$ cat config.mk
export PLATFORM = sky130hd
export DESIGN_NAME = bmg_div
export DESIGN_NICKNAME = d
export VERILOG_FILES = /design/src/rtl/bmg_pkg.sv /design/src/rtl/bmg_div.sv
export SDC_FILE = /design/constraint.sdc
export NUM_CORES = 2
export LEC_CHECK = 0
export BUFFER_PORTS_ARGS = -buffer_cell sky130_fd_sc_hd__clkbuf_2
export CORE_MARGIN = 1.5
export CORE_UTILIZATION = 55
export CTS_BUF_LIST = sky130_fd_sc_hd__clkbuf_16
export DETAILED_ROUTE_END_ITERATION = 8
export PLACE_DENSITY = 0.77
export SLEW_MARGIN = 20
export SYNTH_ARGS = -nofsm -noshare
export SYNTH_HDL_FRONTEND = slang
export SYNTH_SLANG_ARGS = --single-unit
$ cat constraint.sdc
create_clock -name clock -period 3.4 [get_ports clock]
set_input_delay 0.34 -clock clock [delete_from_list [all_inputs] [get_ports clock]]
set_output_delay 0.34 -clock clock [all_outputs]
set_load 0.01 [all_outputs]
$ cat src/rtl/bmg_pkg.sv
// Shared types, constants and elaboration-time helpers of the Butterworth mask generator.
// No dependencies; every other file of the block but bmg_checker imports this package.
package bmg_pkg;

   // Configuration register indexes
   localparam logic [2:0] CSR_HALF_SIZE      = 3'd0;
   localparam logic [2:0] CSR_CUTOFF_SCALE   = 3'd1;
   localparam logic [2:0] CSR_ORDER_EXPONENT = 3'd2;
   localparam logic [2:0] CSR_GAIN           = 3'd3;
   localparam logic [2:0] CSR_OFFSET         = 3'd4;

   // How the high-pass term of a bin is chosen
   localparam logic [1:0] SEL_NORMAL = 2'd0;  // computed from distance
   localparam logic [1:0] SEL_FULL   = 2'd1;  // DC bin or flat gain
   localparam logic [1:0] SEL_ZERO   = 2'd2;  // zero distance at a folded corner

   // High-pass term of one in Q1.14
   localparam logic [14:0] H_ONE  = 15'd16384;
   localparam logic [14:0] H_HALF = 15'd8192;

   typedef struct packed {
      logic       oog;
      logic [1:0] sel;
   } bmg_side_type;

   // Integer square root, one result bit per iteration
   function automatic longint unsigned isqrt64(longint unsigned v);
      longint unsigned res;
      longint unsigned rem;
      longint unsigned bit_v;
      int              n;
      res   = 0;
      rem   = v;
      bit_v = 64'h4000_0000_0000_0000;
      for (n = 0; n < 32; n++) begin
         if (rem >= res + bit_v) begin
            rem = rem - (res + bit_v);
            res = (res >> 1) + bit_v;
         end else begin
            res = res >> 1;
         end
         bit_v = bit_v >> 2;
      end
      return res;
   endfunction

   // 2^(-2^-i) in Q0.30, from repeated square roots of one half
   function automatic logic [30:0] exp2_factor(int i);
      longint unsigned r;
      int              j;
      r = 64'd1 << 29;
      for (j = 1; j <= i; j++) begin
         r = isqrt64(r << 30);
      end
      return r[30:0];
   endfunction

endpackage

$ cat src/rtl/bmg_div.sv
// Rounded quotient of the high-pass term, restoring division one bit per stage.
// Depends on bmg_pkg.
module bmg_div (
   input  logic        clock,
   input  logic        en,
   input  logic [30:0] u,
   input  logic        negt,
   output logic [14:0] h
);
   import bmg_pkg::*;

   localparam int QW = 15;
   localparam logic [46:0] NUM_ONE = 47'd1 << 44;

   logic [31:0] den;
   logic [46:0] half_den;
   logic [46:0] rem_ff [0:QW];
   logic [31:0] den_ff [0:QW];
   logic [14:0] q_ff   [0:QW];

   // Build denominator and rounded numerator
   assign den      = 32'(u) + (32'd1 << 30);
   assign half_den = 47'(den >> 1);

   always_ff @(posedge clock) begin
      if (en) begin
         rem_ff[0] <= (negt ? (47'(u) << 14) : NUM_ONE) + half_den;
         den_ff[0] <= den;
         q_ff[0]   <= '0;
      end
   end

   // Settle one quotient bit per stage
   for (genvar g = 0; g < QW; g++) begin : g_step
      logic [46:0] dsh;
      logic        take;
      assign dsh  = 47'(den_ff[g]) << (QW - 1 - g);
      assign take = rem_ff[g] >= dsh;
      always_ff @(posedge clock) begin
         if (en) begin
            rem_ff[g+1] <= take ? rem_ff[g] - dsh : rem_ff[g];
            den_ff[g+1] <= den_ff[g];
            q_ff[g+1]   <= q_ff[g] | (take ? (15'd1 << (QW - 1 - g)) : 15'd0);
         end
      end
   end

   assign h = q_ff[QW];

endmodule

; ---- Yosys cells after proc, flatten, opt, wreduce, memory -nomap -nowiden
; Memory sizes are Yosys's and may differ from the RTL's.
; Cells that the tools add are included.
[totals]
input_bits = 34
ff_bits = 0
wordCells = 83
output_inout_bits = 15
memories = 3
ram_bits = 1504
[mem_list]
columns = name, depth, width, read_ports, rd_clocked_by_memory_dff, wr, line_no
row1 = rem_ff, 16, 47, 15, 0, 16, bmg_div.sv:17  ; logic [46:0] rem_ff [0:QW];
row2 = den_ff, 16, 32, 15, 0, 16, bmg_div.sv:18  ; logic [31:0] den_ff [0:QW];
row3 = q_ff, 16, 15, 16, 0, 16, bmg_div.sv:19  ; logic [14:0] q_ff [0:QW];
[classes]
n_bitwise = 15
muxes = 33
order_cmp = 15
addsub = 17
[op_table]
columns = operator, count
row1 = two-way mux 47 bit, 15
row2 = >= comparator 47 x 32 -> 1 bit, 1
row3 = >= comparator 47 x 33 -> 1 bit, 1
row4 = >= comparator 47 x 34 -> 1 bit, 1
row5 = >= comparator 47 x 35 -> 1 bit, 1
row6 = >= comparator 47 x 36 -> 1 bit, 1
row7 = >= comparator 47 x 37 -> 1 bit, 1
row8 = >= comparator 47 x 38 -> 1 bit, 1
row9 = >= comparator 47 x 39 -> 1 bit, 1
row10 = >= comparator 47 x 40 -> 1 bit, 1
row11 = >= comparator 47 x 41 -> 1 bit, 1
row12 = >= comparator 47 x 42 -> 1 bit, 1
row13 = >= comparator 47 x 43 -> 1 bit, 1
row14 = >= comparator 47 x 44 -> 1 bit, 1
row15 = >= comparator 47 x 45 -> 1 bit, 1
row16 = >= comparator 47 x 46 -> 1 bit, 1
row17 = subtractor 47 x 32 -> 47 bit, 1
row18 = subtractor 47 x 33 -> 47 bit, 1
row19 = subtractor 47 x 34 -> 47 bit, 1
row20 = subtractor 47 x 35 -> 47 bit, 1
row21 = subtractor 47 x 36 -> 47 bit, 1
row22 = subtractor 47 x 37 -> 47 bit, 1
row23 = subtractor 47 x 38 -> 47 bit, 1
row24 = subtractor 47 x 39 -> 47 bit, 1
row25 = other kinds (40), 42

; ---- Longest topological paths before layout
; An unclocked memory read counts as a cell.
[logic_depth]
depth_word = 4
depth_mapped = 16
ltp_nobuf = 14

; ---- Least setup slack after synthesis
; OpenSTA, ideal clock, no wires.
[synth_timing]
path_kind = register to register
startpoint = mem den_ff[7][8] (netlist: den_ff[0][232])
endpoint = mem rem_ff[8][8] (netlist: rem_ff[1][8]) (data pin)
path_slack_ps = -215
arrival_ps = 3352
path_stages_with_launch = 16
setup_ps = 262
period_less_slack_ps = 3615
path_buffers = 2
required_time_ps = 3138
path_cell_list = edfxtp_1 > inv_1 > ha_1 > inv_1 > fa_1 > a21oi_1 > o21bai_1 > a21oi_1 > o21ai_1 > a21oi_1 > o21ai_1 > and3_1 > clkbuf_1 > nor4_4 > buf_2 > mux2_1
[synth_lines]
columns = element, line_no
row1 = start: declaration, bmg_div.sv:18
row2 = end: declaration, bmg_div.sv:17

==> metrics.cfg <==
[run_status]
status=complete, but fails checks
violations=setup timing

[cells_and_area]
area_growth_pct=23.9
final_nets=8231
final_util_pct=68.9
final_area_sq_um=87000
layout-drive-gt1-share_pct=21.8
layout.cells.non_filler=9441
fillCellCount=9100
diodes=0

[yosys]
ys_warn_count=0
synth_top_cells_by_area=edfxtp_1, ha_1, a21oi_1, xnor2_1, inv_1
yosysSeqAreaShare_pct=50.7
synthFlopType=edfxtp_1
synth-seq-cells=1185
syn_area_per_cell_sq_um=10.5
yosys.cell_types.count=88
synthesis.nets=7229
synth_top_area_share_pct=50.7
syn-instance-count=6683
yosysTopAreaCell=edfxtp_1
async_reset_ff_share_pct=0
netlist_area_sq_um=70200
synth_edf_count=1185

[grt]
antenna_found_initial=0
grt.overflow.total=0
grt_pass1_wl_microns=274000
grt_max_degree=162
grt_pass1_vias=55812
track_usage_pct=26.6

[timing]
max_slew.worst_pin.slew_ns=0.871
hold_viol_final=0
fin_crit_sh_pct=113
fmax_ghz=0.260
rsz0062_at_grt=true
worst_slack_ns=-0.447
slew_viol_final=0
max_slew_margin_pct=41.9
fin_crit_ns=3.85
setup_violations=56
final.setup.tns_ns=-18.70
hold-worst-slack_ns=0.181
fin_skew_ns=0.0252

[setup_path]
r2r_end=rem_ff[1][305]
r2r_cells=15
crit_required_ns=3.89
critPathKind=flip-flop to flip-flop
end_kind=flip-flop
r2r-start=rem_ff[1][236]
cp_max_fo=7
worstPathArrival_ns=4.34
reg2reg_slack_ns=-0.45
startpoint_type=flip-flop

[min_path]
hp-start=negt
worstHoldPathType=input pin to flip-flop
min_to=rem_ff[0][14]
min_path_cells=3

[route]
first_iter_violations=3243
ant_nets=0
drc=0
viasPerCell=5.75
routedWlPerCell_microns=19.3
finalWirelength_microns=182000
dr.pass1.iters=6
vias=54273

[floorplanning]
boundaryPins=49
start_util_pct=55.7
die_h_microns=360
core.rowCount=130
die_w_microns=360
fp.coreArea_sq_um=126000
die_area_sq_um=130000

[power]
ir_drop_mv=0.621
leakage_nw=36.4
p_total_mw=72.7
powerDensity_nw_per_um2=835

[placed_design]
dpl_cell_area_sq_um=78800
place.gp.congestion=0.972
dp_hpwl_microns=134000
numPortBuffers=48
dp_cells=9068
post-place-ws_ns=-0.424

[clocking]
clk_path_buf_depth=3
cts_root_buf=clkbuf_16
insertion_delay_ns=0.77
cts_tree=built
cts_buffers=135
htreeDepth=4
path_clk_slew_ns=0.06
cts_sinks=1185

[flow_run]
maxCapViolCount=0

## placed cells by master (no fill, tap or decap), drive strengths merged, types with 226 or more instances in the layout
cell type	n
a21o	270
nor2	464
edfxtp	1185
o21ai	471
xor2	226
inv	629
ha	497
xnor2	271
nand2	528
buf	974
a21oi	592
## flip-flops by register name (all words and copies together), names as in the netlist
| register | flops |
|---|---|
| den_ff | 452 |
| q_ff | 120 |
| rem_ff | 613 |
## what timing repair did
item / 4_1_cts / 5_1_grt
endpoints found under the hold margin: 38 / 0
setup endpoints to repair: 330 / 418
resized for setup: 106 / 418
hold buffers: 32 / 0
cloned: 6 / 15
setup buffers: 24 / 56
pin swaps: 42 / 158
## cell usage after synthesis, types with 27 or more instances
library cell / count
a211oi_1: 35
a21o_1: 270
a21oi_1: 592
a31oi_1: 56
and2_1: 47
and3_1: 67
clkbuf_1: 157
edfxtp_1: 1185
ha_1: 497
inv_1: 590
mux2_2: 61
nand2_1: 528
nand2b_1: 69
nand3_1: 120
nand4_1: 104
nor2_1: 464
nor2b_1: 63
nor3_1: 102
nor4_1: 65
o211ai_1: 27
o21a_1: 68
o21ai_0: 411
o21ai_1: 60
o21bai_1: 68
o31ai_1: 49
or3_1: 50
xnor2_1: 271
xor2_1: 226
## per-layer routing
layer	up-vias	part of all wire, %	track usage (%)
li1	26484	-	-
met1	25625	32	22.5
met2	1456	56	54.2
met3	708	2.8	3.13
met4	0	9.8	21.8
met5	-	0	0
## layout make-up
type,count,area [sq um],area share [%]
well taps,1650,2060,2.37
repair buffers,1066,8950,10.3
clock inverters,106,1080,1.24
multi-input cells,4703,33700,38.7
clock buffers,137,3430,3.94
flip-flops and latches,1185,35600,40.9
inverters,594,2250,2.58
## kinds of logic after synthesis
family          Yosys count  synth area share (%)
compound gates         1807                  15.8
buf+inv                 795                  4.37
xor+xnor                497                  6.20
simple gates           1808                  12.5
flops                  1185                  50.7
fa+ha+maj               512                  9.28
mux                      79                  1.25
## where the power goes
group | leakage [nW] | internal, mW | switching [mW]
logic | 22.6 | 16.2 | 18.2
registers | 11.5 | 21.3 | 2.22
clock network | 2.31 | 8.74 | 5.97
total | 36.4 | 46.2 | 26.4
## critical path: stages (launching register included)
cell      delay [ns]
edfxtp_1        0.39
inv_2           0.13
ha_4            0.15
fa_2            0.21
nor2b_2         0.06
o31a_1          0.27
o31ai_1         0.20
buf_4           0.19
o211ai_1        0.09
buf_4           0.17
a311o_1         0.38
a31o_1          0.26
a2111o_2        0.45
buf_12          0.17
buf_12          0.15
mux2_4          0.31
## worst max-delay path by stage
stage                     end  depth (start not counted)           start  slack (ns)
2_1_floorplan  rem_ff[1][287]                         12  rem_ff[1][236]        0.02
4_1_cts        rem_ff[1][305]                         14  rem_ff[1][236]       -0.41
3_3_place_gp   rem_ff[1][296]                         14  rem_ff[1][236]       -0.36
5_1_grt        rem_ff[1][300]                         17  rem_ff[1][236]       -0.53
3_5_place_dp   rem_ff[1][287]                         14  rem_ff[1][236]       -0.42
6_report       rem_ff[1][305]                         15  rem_ff[1][236]       -0.45
No activity file was read; power rests on OpenSTA's default activity.
