File: src/rtl/bmg_pkg.sv
// Shared types, constants and elaboration-time helpers of the Butterworth mask generator.
// No dependencies; every other file of the block but bmg_checker imports this package.
package bmg_pkg;

   // Configuration register indexes
   localparam logic [2:0] CSR_HALF_SIZE      = 3'd0;
   localparam logic [2:0] CSR_CUTOFF_SCALE   = 3'd1;
   localparam logic [2:0] CSR_ORDER_EXPONENT = 3'd2;
   localparam logic [2:0] CSR_GAIN           = 3'd3;
   localparam logic [2:0] CSR_OFFSET         = 3'd4;

   // How the high-pass term of a bin is chosen
   localparam logic [1:0] SEL_NORMAL = 2'd0;  // computed from distance
   localparam logic [1:0] SEL_FULL   = 2'd1;  // DC bin or flat gain
   localparam logic [1:0] SEL_ZERO   = 2'd2;  // zero distance at a folded corner

   // High-pass term of one in Q1.14
   localparam logic [14:0] H_ONE  = 15'd16384;
   localparam logic [14:0] H_HALF = 15'd8192;

   typedef struct packed {
      logic       oog;
      logic [1:0] sel;
   } bmg_side_type;

   // Integer square root, one result bit per iteration
   function automatic longint unsigned isqrt64(longint unsigned v);
      longint unsigned res;
      longint unsigned rem;
      longint unsigned bit_v;
      int              n;
      res   = 0;
      rem   = v;
      bit_v = 64'h4000_0000_0000_0000;
      for (n = 0; n < 32; n++) begin
         if (rem >= res + bit_v) begin
            rem = rem - (res + bit_v);
            res = (res >> 1) + bit_v;
         end else begin
            res = res >> 1;
         end
         bit_v = bit_v >> 2;
      end
      return res;
   endfunction

   // 2^(-2^-i) in Q0.30, from repeated square roots of one half
   function automatic logic [30:0] exp2_factor(int i);
      longint unsigned r;
      int              j;
      r = 64'd1 << 29;
      for (j = 1; j <= i; j++) begin
         r = isqrt64(r << 30);
      end
      return r[30:0];
   endfunction

endpackage

File: src/rtl/bmg_front.sv
// Input stage: grid check, corner folding and squared distance of one bin.
// Depends on bmg_pkg.
module bmg_front #(
   parameter int MAX_HALF_SIZE = 512
) (
   input  logic                  clock,
   input  logic                  en,
   input  logic [9:0]            column,
   input  logic [9:0]            row,
   input  logic [9:0]            half_size,
   input  logic [23:0]           cutoff_scale,
   output logic [20:0]           dist2,
   output bmg_pkg::bmg_side_type side
);
   import bmg_pkg::*;

   logic [9:0]   hs;
   logic [10:0]  twice_hs;
   logic         oog;
   logic [9:0]   dx;
   logic [9:0]   dy;
   logic [20:0]  dist2_in;
   bmg_side_type side_in;
   logic [20:0]  dist2_ff;
   bmg_side_type side_ff;

   // Clamp the grid size and check the bin against it
   assign hs       = (32'(half_size) > MAX_HALF_SIZE) ? 10'(MAX_HALF_SIZE) : half_size;
   assign twice_hs = {hs, 1'b0};
   assign oog      = ({1'b0, column} >= twice_hs) || ({1'b0, row} >= twice_hs);

   // Fold each axis toward the nearest corner
   assign dx = (column < hs) ? column : 10'(twice_hs - 11'd1 - {1'b0, column});
   assign dy = (row < hs) ? row : 10'(twice_hs - 11'd1 - {1'b0, row});

   assign dist2_in = 21'(20'(dx) * 20'(dx)) + 21'(20'(dy) * 20'(dy));

   // Pick the special cases now, they travel beside the data
   always_comb begin
      side_in.oog = oog;
      if (((column == '0) && (row == '0)) || (cutoff_scale == '0)) begin
         side_in.sel = SEL_FULL;
      end else if ((dx == '0) && (dy == '0)) begin
         side_in.sel = SEL_ZERO;
      end else begin
         side_in.sel = SEL_NORMAL;
      end
   end

   always_ff @(posedge clock) begin
      if (en) begin
         dist2_ff <= dist2_in;
         side_ff  <= side_in;
      end
   end

   assign dist2 = dist2_ff;
   assign side  = side_ff;

endmodule

File: config.mk
export PLATFORM = sky130hd
export DESIGN_NAME = bmg_front
export DESIGN_NICKNAME = d
export VERILOG_FILES = /design/src/rtl/bmg_pkg.sv /design/src/rtl/bmg_front.sv
export SDC_FILE = /design/constraint.sdc
export NUM_CORES = 1
export LEC_CHECK = 0
export ABC_AREA = 1
export BUFFER_PORTS_ARGS = -buffer_cell sky130_fd_sc_hd__clkbuf_2
export CELL_PAD_IN_SITES_DETAIL_PLACEMENT = 0
export CELL_PAD_IN_SITES_GLOBAL_PLACEMENT = 1
export CORE_MARGIN = 8
export CORE_UTILIZATION = 35
export DETAILED_ROUTE_END_ITERATION = 8
export GPL_TIMING_DRIVEN = 0
export PLACE_DENSITY = 0.67
export SLEW_MARGIN = 15
export SYNTH_ARGS = -nofsm -noshare
export SYNTH_HDL_FRONTEND = slang
export SYNTH_SLANG_ARGS = --single-unit
File: constraint.sdc
create_clock -name clock -period 19.57 [get_ports clock]
set_input_delay 3.914 -clock clock [delete_from_list [all_inputs] [get_ports clock]]
set_output_delay 3.914 -clock clock [all_outputs]
set_load 0.05 [all_outputs]
Word level (Yosys, flattened, before mapping)
Cells that the tools add are included.

storage, ports and cells
  memories kept = 0
  RAM bits = 0
  ROM bits = 0
  input bits = 56
  latch bits = 0
  output and inout bits = 24
  register bits after elaboration = 24

operators by class
  equality and inequality tests = 0
  divide/modulo/power cells = 0
  bitwise gates (word level) = 0
  $mul = 2
  reduce and logical (&&, ||, !) cells = 9
  shift-type cells = 0
  add/subtract/negate cells = 4
  multiplexer cells = 4
  order comparisons = 5

operators with widths
  cell                                                 number
  logical NOT 10 bit                                   4
  multiplier 10 x 10 -> 20 bit                         2
  two-way mux 10 bit                                   3
  logical NOT 24 bit                                   1
  greater-or-equal comparator 10 x 11 -> 1 bit         2
  adder 20 x 20 -> 21 bit                              1
  less-than comparator 10 bit                          2
  subtractor 10 bit                                    2
  > comparator 10 bit (second input constant)          1
  subtractor 10 x 1 -> 10 bit (second input constant)  1
  logical AND 1 bit                                    2
  logical OR 1 bit                                     2
  two-way mux 2 bit                                    1

Logic depth before layout (Yosys ltp)
  word-level depth = 8
  depth in mapped cells = 48
  gate-level depth less buffers = 46

Worst setup path before layout
No wires, ideal clock.

  kind = input port to flip-flop
  start = input port half_size[2]
  end = register dist2_ff[17] (netlist: dist2[17]) (data pin)
  cell stages on the path = 42
  library setup time = 0.259 ns
  buffers on the path = 1
  data required time = 19.311 ns
  data arrival time = 11.594 ns
  setup slack = 7.717 ns
  cell sequence = or2_1 > nor2_1 > nand2_1 > nand2_2 > buf_4 > inv_1 > nor2_1 > inv_1 > ha_1 > nand2_1 > inv_1 > nand3_1 > xor2_1 > ha_1 > inv_1 > nor3_1 > nand2_1 > nand2_1 > (+6 left out) > fa_1 > fa_1 > inv_1 > fa_1 > fa_1 > fa_1 > fa_1 > fa_1 > ha_1 > nand2_1 > nor2_1 > nand3_1 > nand4_1 > a31oi_1 > o21ai_0 > nand3_1 > nand2_1 > xor2_1

between the ends
  cells in the longest elaborated chain, start to end = 7
  elaborated cells between the ends (all ways) = 12
  classes of those cells = add/sub: 4; mul: 2; order compare: 3; mux: 3

RTL lines
  item                                          line                              RTL
  from (decl)                                   bmg_front.sv:10                   input logic [9:0] half_size,
  > comparator 10 bit                           bmg_front.sv:28                   assign hs = (32'(half_size) > MAX_HALF_SIZE) ? 10'(MAX_HALF_SIZE) : half_size;
  two-way mux 10 bit (*)                        bmg_front.sv:28
  subtractor 10 x 1 -> 10 bit                   bmg_front.sv:33, bmg_front.sv:34
  subtractor 10 bit, on equally long branches   bmg_front.sv:33, bmg_front.sv:34
  two-way mux 10 bit, on equally long branches  bmg_front.sv:33, bmg_front.sv:34
  multiplier 10 x 10 -> 20 bit                  bmg_front.sv:36                   assign dist2_in = 21'(20'(dx) * 20'(dx)) + 21'(20'(dy) * 20'(dy));
  adder 20 x 20 -> 21 bit (*)                   bmg_front.sv:36
  net dist2_in[17]                              bmg_front.sv:22                   logic [20:0] dist2_in;
  to (signal assigned)                          bmg_front.sv:52                   dist2_ff <= dist2_in;
  to (decl)                                     bmg_front.sv:24                   logic [20:0] dist2_ff;

Mark *: on every way through the listed nets, which the timed path passes. The rest lies on a longest branch.
A chain may end at the register's enable or synchronous reset.

Worst setup path after layout
Same ends and word-level chain as after synthesis.

==> metrics.md <==
| Metric | Value |
|---|---|
| Outcome | completed |
| Period utilization | 0.678 |
| EDFF count, synth | 24 |
| Die area | 0.0301 mm² |
| H-tree lvl count | 1 |
| Vias in the first global route | 7,451 |
| Critical Path Slowest Stage Cell | fa_1 |
| Die height | 174 µm |
| Initial core utilization | 0.357 |
| Synth Flop Type | edfxtp_1 |
| Routed vias | 7,093 |
| Final setup fails | 0 |
| Syn Nets | 1,397 |
| Die Width | 174 µm |
| WL/cell | 15.2 µm |
| CTS Buffer Depth | 2 |
| Nets@finish | 1,481 |
| Iteration-0 DRC Markers | 403 |
| Crit. End Element | register |
| # clock sinks | 24 |
| Remaining routing DRC violations | 0 |
| FP Rows | 57 |
| DR top layer | met4 |
| Global-route wire length before repair | 38,000 µm |
| CP top delay family | adder cells |
| Final WL | 22,400 µm |
| Crit start category | primary input |
| Setup WS post-layout | 6.31 ns |
| Mapped Cells | 1,071 |
| Clock buffer count from CTS | 3 |
| WP data arrival | 13.28 ns |
| Count of pins over their slew limit | 0 |
| Fin area | 0.00960 mm² |
| Max Cap Violations | 0 |
| Pre-CTS setup slack | 6.11 ns |
| First-pass iteration count of the detailed router | 5 |
| # resized after CTS | 0 |
| DR vias/cell | 4.80 |
| Clock-pin slew on the worst setup and hold paths | 0.08 ns |
| Hold_buf cts | 0 |
| Critical Path Max Stage Delay | 0.53 ns |
| GRT Overall Usage | 0.155 |
| Synth Register Bits | 24 |
| Antenna-violating nets left | 0 |
| Ys Warns | 0 |
| Cell area after synthesis | 0.00869 mm² |
| Post-DP HPWL | 19,800 µm |
| Worst Path Required | 19.59 ns |
| GRT Residual Overflow | 0 |
| Metal1 wirelength | 11,000 µm |
| IO buf count | 79 |
| Count leader, synth | inv_1 |
| TritonCTS clock tree | built |
| Max Clock Freq | 75.4 MHz |
| Slew HR | 0.499 |
| Hold/Removal Path Class | in -> reg |
| WL met2 | 10,500 µm |
| Final GP Congestion | 0.859 |
| Largest area contributor in the netlist | fa_1 |
| Post-synthesis sequential area ratio | 0.0829 |
| Top cell type's share of synthesized area | 0.299 |
| Critical setup path kind | in -> reg |
| Antenna cells | 0 |
| Max FO, Critical Path | 10 |
| Adder-Cell Fraction of Synth Area | 0.501 |
| Largest net degree at the start of global routing | 25 |
| Post-Synth XOR/XNOR Area | 0.0474 |
| Setup tns final | 0 ns |
| Largest family of logic cells by synthesized area | adder cells |
| Post-layout min period | 13.26 ns |
| Layout cell share with drive strength beyond 1 | 0.0988 |
| DR WL met3 | 793 µm |
| Final Hold Vio Count | 0 |
| Simple-gate share of the synthesized area | 0.177 |
| Synth Area in Compound Gates | 0.0698 |
| Antenna violations before repair | 0 |
| Async SR Flop Fraction | 0 |
| Root Driver | clkbuf_16 |
| Yosys cell types | 42 |
| IO Count | 80 |
| CP Buf/Inv Count | 8 |
| Post-synth top cells | inv_1, nand2_1, ha_1, fa_1, nor2_1 |
| Post-synthesis mux area share | 0 |
| Post-DP Area | 0.00949 mm² |
| Core ar. | 0.0243 mm² |
| Area Growth Syn to Fin | 10.4% |
| Post-CTS setup buffer count | 0 |
| Main area contributors after synthesis | fa_1, ha_1, inv_1, edfxtp_1, nand2_1 |
| Syn_area_per_cell | 8.12 µm² |
| RSZ-0062 raised after global routing | false |
| Worst-Margin Slew | 0.750 ns |
[placed cells by master, fill, tap and decap left out, drive strengths merged]
cell,instances
a31oi,6
or2,1
buf,5
o31ai,4
nand3b,2
a21o,2
o22ai,1
nor2,106
o21ai,31
clkbuf,83
nor4,10
clkinv,5
o2111ai,2
xor2,28
o21bai,7
nor3,14
fa,130
inv,265
a31o,1
xnor2,19
o41ai,1
and2,2
a21oi,43
bufinv,1
o211ai,2
nand3,42
edfxtp,24
nor3b,1
or4,1
nand2,161
ha,140
nand4,14
[cell type report]
class | count | area [µm²]
clock buffer | 3 | 75.1
multi-input combinational | 771 | 6910
buffer | 6 | 43.8
timing repair buffer | 79 | 395
clock inverter | 1 | 30.0
fill | 2553 | 14700
inverter | 270 | 1010
sequential | 24 | 721
tap | 324 | 405
[path summary, 6_finish.rpt]
check                 cells past startpoint              from  slack (ns)               endpoint
worst max-delay path                     44      half_size[2]        6.31    dist2[17]$_DFFE_PP_
worst min-delay path                      4  cutoff_scale[22]        4.12  side[0]$_SDFFCE_PP1P_
[state kept, by name (all words and copies together) (netlist names)]
signal / cells
dist2: 21
side: 3
[per-stage QoR]
stage	instances	util	hold slack, ns
floorplan	1071	-	4.03
global placement	1474	0.390	4.40
detailed placement	1474	0.390	4.40
CTS	1478	0.395	4.11
global route	1478	0.395	4.14
finish	1478	0.395	4.12
[routing by layer]
layer / up-vias / GRT usage
li1: 3515 / -
met1: 3437 / 0.216
met2: 131 / 0.265
met3: 10 / 0.0120
met4: 0 / 0.0200
met5: - / 0
[cell families (layout without fill, tap and decap cells)]
kind of cell,Yosys count,in the layout
simple gates,354,354
buf+inv,276,359
fa+ha+maj,270,270
compound gates,100,100
xor+xnor,47,47
flops,24,24
Power is not shown: default switching activity piles up to over one toggle a cycle in this logic, so the estimate is an artifact.
