$ cat src/rtl/bmg_pkg.sv
// Shared types, constants and elaboration-time helpers of the Butterworth mask generator.
// No dependencies; every other file of the block but bmg_checker imports this package.
package bmg_pkg;

   // Configuration register indexes
   localparam logic [2:0] CSR_HALF_SIZE      = 3'd0;
   localparam logic [2:0] CSR_CUTOFF_SCALE   = 3'd1;
   localparam logic [2:0] CSR_ORDER_EXPONENT = 3'd2;
   localparam logic [2:0] CSR_GAIN           = 3'd3;
   localparam logic [2:0] CSR_OFFSET         = 3'd4;

   // How the high-pass term of a bin is chosen
   localparam logic [1:0] SEL_NORMAL = 2'd0;  // computed from distance
   localparam logic [1:0] SEL_FULL   = 2'd1;  // DC bin or flat gain
   localparam logic [1:0] SEL_ZERO   = 2'd2;  // zero distance at a folded corner

   // High-pass term of one in Q1.14
   localparam logic [14:0] H_ONE  = 15'd16384;
   localparam logic [14:0] H_HALF = 15'd8192;

   typedef struct packed {
      logic       oog;
      logic [1:0] sel;
   } bmg_side_type;

   // Integer square root, one result bit per iteration
   function automatic longint unsigned isqrt64(longint unsigned v);
      longint unsigned res;
      longint unsigned rem;
      longint unsigned bit_v;
      int              n;
      res   = 0;
      rem   = v;
      bit_v = 64'h4000_0000_0000_0000;
      for (n = 0; n < 32; n++) begin
         if (rem >= res + bit_v) begin
            rem = rem - (res + bit_v);
            res = (res >> 1) + bit_v;
         end else begin
            res = res >> 1;
         end
         bit_v = bit_v >> 2;
      end
      return res;
   endfunction

   // 2^(-2^-i) in Q0.30, from repeated square roots of one half
   function automatic logic [30:0] exp2_factor(int i);
      longint unsigned r;
      int              j;
      r = 64'd1 << 29;
      for (j = 1; j <= i; j++) begin
         r = isqrt64(r << 30);
      end
      return r[30:0];
   endfunction

endpackage

$ cat src/rtl/bmg_scale.sv
// Output stages: special-case select, gain multiply, rounding, offset, saturation.
// Depends on bmg_pkg.
module bmg_scale (
   input  logic                  clock,
   input  logic                  en,
   input  logic [14:0]           h,
   input  bmg_pkg::bmg_side_type side,
   input  logic [11:0]           order_exponent,
   input  logic signed [15:0]    gain,
   input  logic signed [15:0]    offset,
   output logic signed [16:0]    coefficient,
   output logic                  out_of_grid
);
   import bmg_pkg::*;

   logic [14:0]        h_eff;
   logic signed [31:0] h_s;
   logic signed [31:0] g_s;
   logic signed [31:0] prod_ff;
   logic               oog_ff;
   logic signed [31:0] rnd;
   logic signed [31:0] tot;
   logic signed [16:0] coef_in;
   logic signed [16:0] coef_ff;
   logic               oog_out_ff;

   // Replace the computed term for the special bins
   always_comb begin
      case (side.sel)
         SEL_FULL: h_eff = H_ONE;
         SEL_ZERO: h_eff = (order_exponent == '0) ? H_HALF : 15'd0;
         default:  h_eff = h;
      endcase
   end

   assign h_s = $signed({17'd0, h_eff});
   assign g_s = 32'(gain);

   always_ff @(posedge clock) begin
      if (en) begin
         prod_ff <= h_s * g_s;
         oog_ff  <= side.oog;
      end
   end

   // Round half up, add offset, clamp; out-of-grid bins give zero
   assign rnd = (prod_ff + 32'sd8192) >>> 14;
   assign tot = rnd + 32'(offset);

   always_comb begin
      if (oog_ff) begin
         coef_in = '0;
      end else if (tot > 32'sd65535) begin
         coef_in = 17'sd65535;
      end else if (tot < -32'sd65536) begin
         coef_in = -17'sd65536;
      end else begin
         coef_in = tot[16:0];
      end
   end

   always_ff @(posedge clock) begin
      if (en) begin
         coef_ff    <= coef_in;
         oog_out_ff <= oog_ff;
      end
   end

   assign coefficient = coef_ff;
   assign out_of_grid = oog_out_ff;

endmodule

$ cat config.mk
export PLATFORM = sky130hd
export DESIGN_NAME = bmg_scale
export DESIGN_NICKNAME = d
export VERILOG_FILES = /design/src/rtl/bmg_pkg.sv /design/src/rtl/bmg_scale.sv
export SDC_FILE = /design/constraint.sdc
export NUM_CORES = 1
export LEC_CHECK = 0
export BUFFER_PORTS_ARGS = -buffer_cell sky130_fd_sc_hd__buf_2
export CORE_MARGIN = 3
export CORE_UTILIZATION = 65
export DETAILED_ROUTE_END_ITERATION = 7
export HOLD_SLACK_MARGIN = 0.02
export MAX_ROUTING_LAYER = met4
export PLACE_DENSITY = 0.91
export SYNTH_ARGS = -nofsm -noshare
export SYNTH_HDL_FRONTEND = slang
export SYNTH_SLANG_ARGS = --single-unit
export TNS_END_PERCENT = 100
$ cat constraint.sdc
create_clock -name clock -period 11.8 [get_ports clock]
set_clock_uncertainty 0.2 [all_clocks]
set_input_delay 2.36 -clock clock [delete_from_list [all_inputs] [get_ports clock]]
set_output_delay 2.36 -clock clock [all_outputs]
set_load 0.02 [all_outputs]
* Yosys cells after proc, flatten, opt, wreduce, memory -nomap -nowiden
Cells that the tools add are included.
** Word-level totals
- Register bits after elaboration :: 51
- Input port bits :: 64
- Output and inout bits :: 18
- Logic and storage cells :: 18
** Operators by class
- Add/sub/neg operators :: 2
- Multiply operators :: 1
- Order comparisons :: 2
- Equality and inequality tests :: 2
- Multiplexer cells :: 4
- Reductions and logical operators :: 2
** Operator list (number)
- $add 32x15->32 const B :: 1
- $mul 16x16->32 :: 1
- $pmux 15 s2 :: 1
- $add 18x16->19 :: 1
- $gt 19x17->1 const B :: 1
- $lt 19x17->1 const B :: 1
- $mux 17 :: 1
- $mux 16 :: 1
- $mux 14 :: 1
- $logic_not 12->1 :: 1
- $eq 2x1->1 const B :: 1
- $eq 2x2->1 const B :: 1
- $reduce_or 2->1 :: 1

* Depth between registers and ports, before layout
- Depth in word-level cells :: 5
- Gate-level depth with buffers :: 27
- Gate-level depth less buffers :: 26

* Worst setup path after synthesis
OpenSTA, ideal clock, no wires.
- Kind :: in2reg
- Start point :: input side[0] (netlist name)
- End point :: register prod_ff[27] (data pin)
- Library setup time :: 0.262 ns
- Arrival :: 8.262 ns
- Required time :: 11.338 ns
- Slack :: 3.075 ns
- Stages :: 25
- Path buffers :: 4
- Cell sequence :: inv_1 > ha_1 > buf_2 > clkbuf_1 > and2_1 > clkbuf_1 > nand2_1 > fa_1 > inv_1 > fa_1 > fa_1 > fa_1 > fa_1 > inv_1 > fa_1 > inv_1 > ha_1 > clkbuf_1 > a21oi_1 > o21ai_0 > a221oi_1 > o31ai_1 > a21oi_1 > o21bai_1 > xor2_1
** Between the ends
- Word-level cells in the longest chain between the ends :: 3
- Elaborated cells between the ends (all ways) :: 4
- Those cells by class :: 1 x mul; 2 x eq/ne; 1 x mux
** RTL lines
- start, declared :: line bmg_scale.sv:7 : input bmg_pkg::bmg_side_type side,
- $eq 2x2->1 or $eq 2x1->1 (tied branches) :: line bmg_scale.sv:29 : case (side.sel)
- $pmux 15 s2 (*) :: line bmg_scale.sv:29
- $mul 16x16->32 (*) :: line bmg_scale.sv:41 : prod_ff <= h_s * g_s;
- end signal, assigned :: line bmg_scale.sv:41
- end, declared :: line bmg_scale.sv:19 : logic signed [31:0] prod_ff;
Every way passes the cells marked *; elsewhere a longest branch is shown, timed or not.
A chain may end at the register's enable or synchronous reset.

* Worst setup path after layout
- Start point :: input side[0] (netlist name)
- End point :: register prod_ff[23] (data pin)
The elaborated chain is that of the path after synthesis.

==> impl_metrics.py <==
metrics = {
    "status": {
        "run_status": "finished clean",
    },
    "clock_tree": {
        "cts_tree": "yes",
        "cts_max_level": 2,
        "cts.repair.resized": 0,
        "cts_hold_buf": 0,
        "post_cts_buffers": 0,
        "cts_buffers": 5,
        "clockBufferDepth": 2,
        "cts-root-buf": "clkbuf_16",
        "cts.clk_slew.worst_paths_ns": 0.06,
        "insertion_delay_ns": 0.28,
        "cts_sinks": 38,
    },
    "flow_run": {
        "drv_cap": 0,
    },
    "final_layout": {
        "diodes": 0,
        "drive_gt1_share_pct": 8.21,
        "area_delta_synth_final_pct": 5.79,
        "fin_cells": 1470,
        "finalNetCount": 1636,
    },
    "critical_path": {
        "worst_r2r_path_depth": 12,
        "critical_path.max_fanout": 92,
        "crit-reg2reg-capture": "coefficient[3]",
        "cp.required_ns": 11.61,
        "arrival_ns": 9.45,
        "rr_startpoint": "prod_ff[15]",
        "crit_type": "input port to register",
        "start_kind": "input port",
        "reg2reg_slack_ns": 7.40,
        "end_kind": "register",
    },
    "timing": {
        "clock.fmax_mhz": 104,
        "hold_violations": 0,
        "rsz0062_at_grt": "false",
        "period_needed_ns": 9.63,
        "slew-limit-headroom_pct": 24.1,
        "max_slew.worst_pin.slew_ns": 1.14,
        "setup_tns_ns": 0,
        "period_share_pct": 81.6,
        "setup_viol": 0,
        "finalHoldWorstSlack_ns": 0.690,
        "maxSlewViolCount": 0,
    },
    "die": {
        "die-area_sq_um": 18400,
        "pin_count": 82,
        "num_rows": 46,
        "die_y_um": 136,
        "initial_core_util_pct": 67.7,
        "core_sq_um": 16200,
        "die_w_um": 136,
    },
    "yosys": {
        "synth_ff_type": "edfxtp_1",
        "ys_warn_count": 0,
        "syn_area_sq_um": 11000,
        "syn_inst": 1224,
        "ys_seq_area_share_pct": 10.4,
        "syn_area_per_cell_sq_um": 8.95,
        "ys_seq_elements": 38,
        "ys_top_cells_by_area": "fa_1, ha_1, edfxtp_1",
        "yosysTopAreaCellShare_pct": 32.9,
        "async_flop_share_pct": 0,
        "synth_edf_count": 38,
        "yosysTopAreaCell": "fa_1",
        "syn_nets": 1607,
        "yosysUniqueCellTypes": 59,
    },
    "routing": {
        "wirelength_mm": 26.3,
        "drc_errors": 0,
        "dr.pass1.iters": 5,
        "drtIter0Drc": 710,
        "vias_per_cell": 6.05,
        "ant_nets": 0,
        "wl_per_cell_um": 17.9,
        "via_count": 8899,
    },
    "pwr": {
        "power.internal_uw": 1330,
        "combPwrFrac_pct": 82.1,
        "seqPwrFrac_pct": 11.7,
        "p_sw_uw": 1510,
        "cellPowerDensity_nw_per_um2": 246,
        "p_leak_uw": 0.00609,
        "p_sw_share_pct": 53.2,
        "ir_worst_vdd_uv": 233,
        "pwr-share-clk_pct": 6.2,
        "total_power_uw": 2840,
    },
    "global_route": {
        "grtUsageTotal_pct": 30.1,
        "grt_pass1_wl_mm": 43.1,
        "grt_antenna_before_repair": 0,
        "gr-total-overflow": 0,
        "grt_max_degree": 93,
        "grt_pass1_vias": 9078,
    },
    "hold_path": {
        "hp-class": "register to register",
        "hold_start": "oog_ff",
        "min_delay_path_depth": 0,
        "whs_endpoint": "out_of_grid",
    },
    "placement": {
        "port_buffers": 81,
        "gp_congestion": 0.961,
        "hpwlAfterDp_mm": 21.3,
        "dp_cells": 1462,
    },
}
[area by class of cell]
class / count / area [sq um]
tap: 216 / 270
timing repair buffer: 83 / 420
multi-input combinational: 905 / 8730
sequential: 38 / 1140
fill: 1180 / 4590
clock inverter: 3 / 68.8
clock buffer: 5 / 125
inverter: 220 / 826
[worst max-delay path by stage]
stage             endpoint  depth (start not counted)  slack (ns)  startpoint
2_1_floorplan  prod_ff[27]                         25        3.08     side[0]
3_3_place_gp   prod_ff[27]                         24        2.16     side[0]
3_5_place_dp   prod_ff[23]                         23        2.02     side[0]
4_1_cts        prod_ff[27]                         24        2.30     side[0]
5_1_grt        prod_ff[27]                         24        1.86     side[0]
6_report       prod_ff[23]                         23        2.17     side[0]
[sequential cells by signal, indices dropped and copies added (netlist names)]
register and count:
prod_ff 19, coefficient 17, oog_ff 1, out_of_grid 1
[critical path, cell delays in order]
cell     delay [ns]
buf_2          0.09
inv_1          0.04
ha_2           1.07
mux2_2         0.56
and2_1         0.22
fa_1           0.53
inv_1          0.06
fa_1           0.49
fa_1           0.52
inv_1          0.05
fa_1           0.49
fa_1           0.49
inv_1          0.05
fa_1           0.47
inv_1          0.04
ha_1           0.34
nand2_1        0.17
o21ai_0        0.14
a31oi_1        0.18
o21ai_0        0.12
a41oi_1        0.50
o21ai_0        0.24
xor2_1         0.20
[routing by layer]
metal	GRT usage [%]	part of all wire, %	vias up	wire length [um]
li1	-	-	4031	-
met1	38.7	38	4313	10100
met2	48.6	50	450	13100
met3	3.97	7.7	105	2030
met4	12.4	4.5	0	1180
met5	-	0	-	0
[cells in the final DEF, fill, tap and decap left out, types with 4 or more instances in the layout]
cell type	n
nand4_1	11
nand3_1	19
nand2b_1	8
xor2_1	22
nor3_1	9
or3_1	4
nor2_1	38
and3_1	102
a211oi_1	7
buf_2	81
inv_1	219
o21a_1	5
nand2_1	146
o21ai_0	30
o211ai_1	4
edfxtp_1	38
and2_1	37
a21oi_1	42
o31ai_1	13
fa_1	180
a21o_1	14
o21bai_1	7
o2111ai_1	4
clkbuf_16	5
ha_1	138
xnor2_1	24
[metrics by stage]
stage | area, sq um | worst slack [ns] | util, %
4_1_cts | 11600 | 2.30 | 71.6
6_report | 11600 | 2.17 | 71.6
2_1_floorplan | 11000 | 3.08 | -
3_5_place_dp | 11400 | 2.02 | 70.4
5_1_grt | 11600 | 1.86 | 71.6
3_3_place_gp | 11400 | 2.16 | 70.4
[cell families after synthesis]
logic type	share of synthesized area, %
multiplexers	0.297
flip-flops	10.4
adder cells (fa/ha/maj)	48.8
AND/OR/NAND/NOR	17.7
buffers and inverters	9.85
AO/OA/AOI/OAI	9.11
XOR/XNOR	3.83
[synthesized netlist by cell type (5+ instances only)]
library cell and n:
o21a_1 5, nor3_1 9, nand2b_1 8, clkbuf_1 52, buf_2 5, nand2_1 146, a211oi_1 7, fa_1 180
a21o_1 14, o21bai_1 7, ha_1 139, inv_1 219, nand4_1 11, and3_1 102, nor2_1 38, nand3_1 19
a21oi_1 42, o31ai_1 13, edfxtp_1 38, xor2_1 22, xnor2_1 24, o21ai_0 30, and2_1 37
[power by group through the flow]
stage / combinational (uW) / clock [uW] / sequential, uW
detailed placement: 2290 / 0 / 333
floorplan: 1750 / 0 / 359
finish: 2340 / 176 / 332
global placement: 2200 / 0 / 331
global route: 2620 / 183 / 339
CTS: 2320 / 176 / 331
Note: power is estimated with default switching activity, not from simulation.
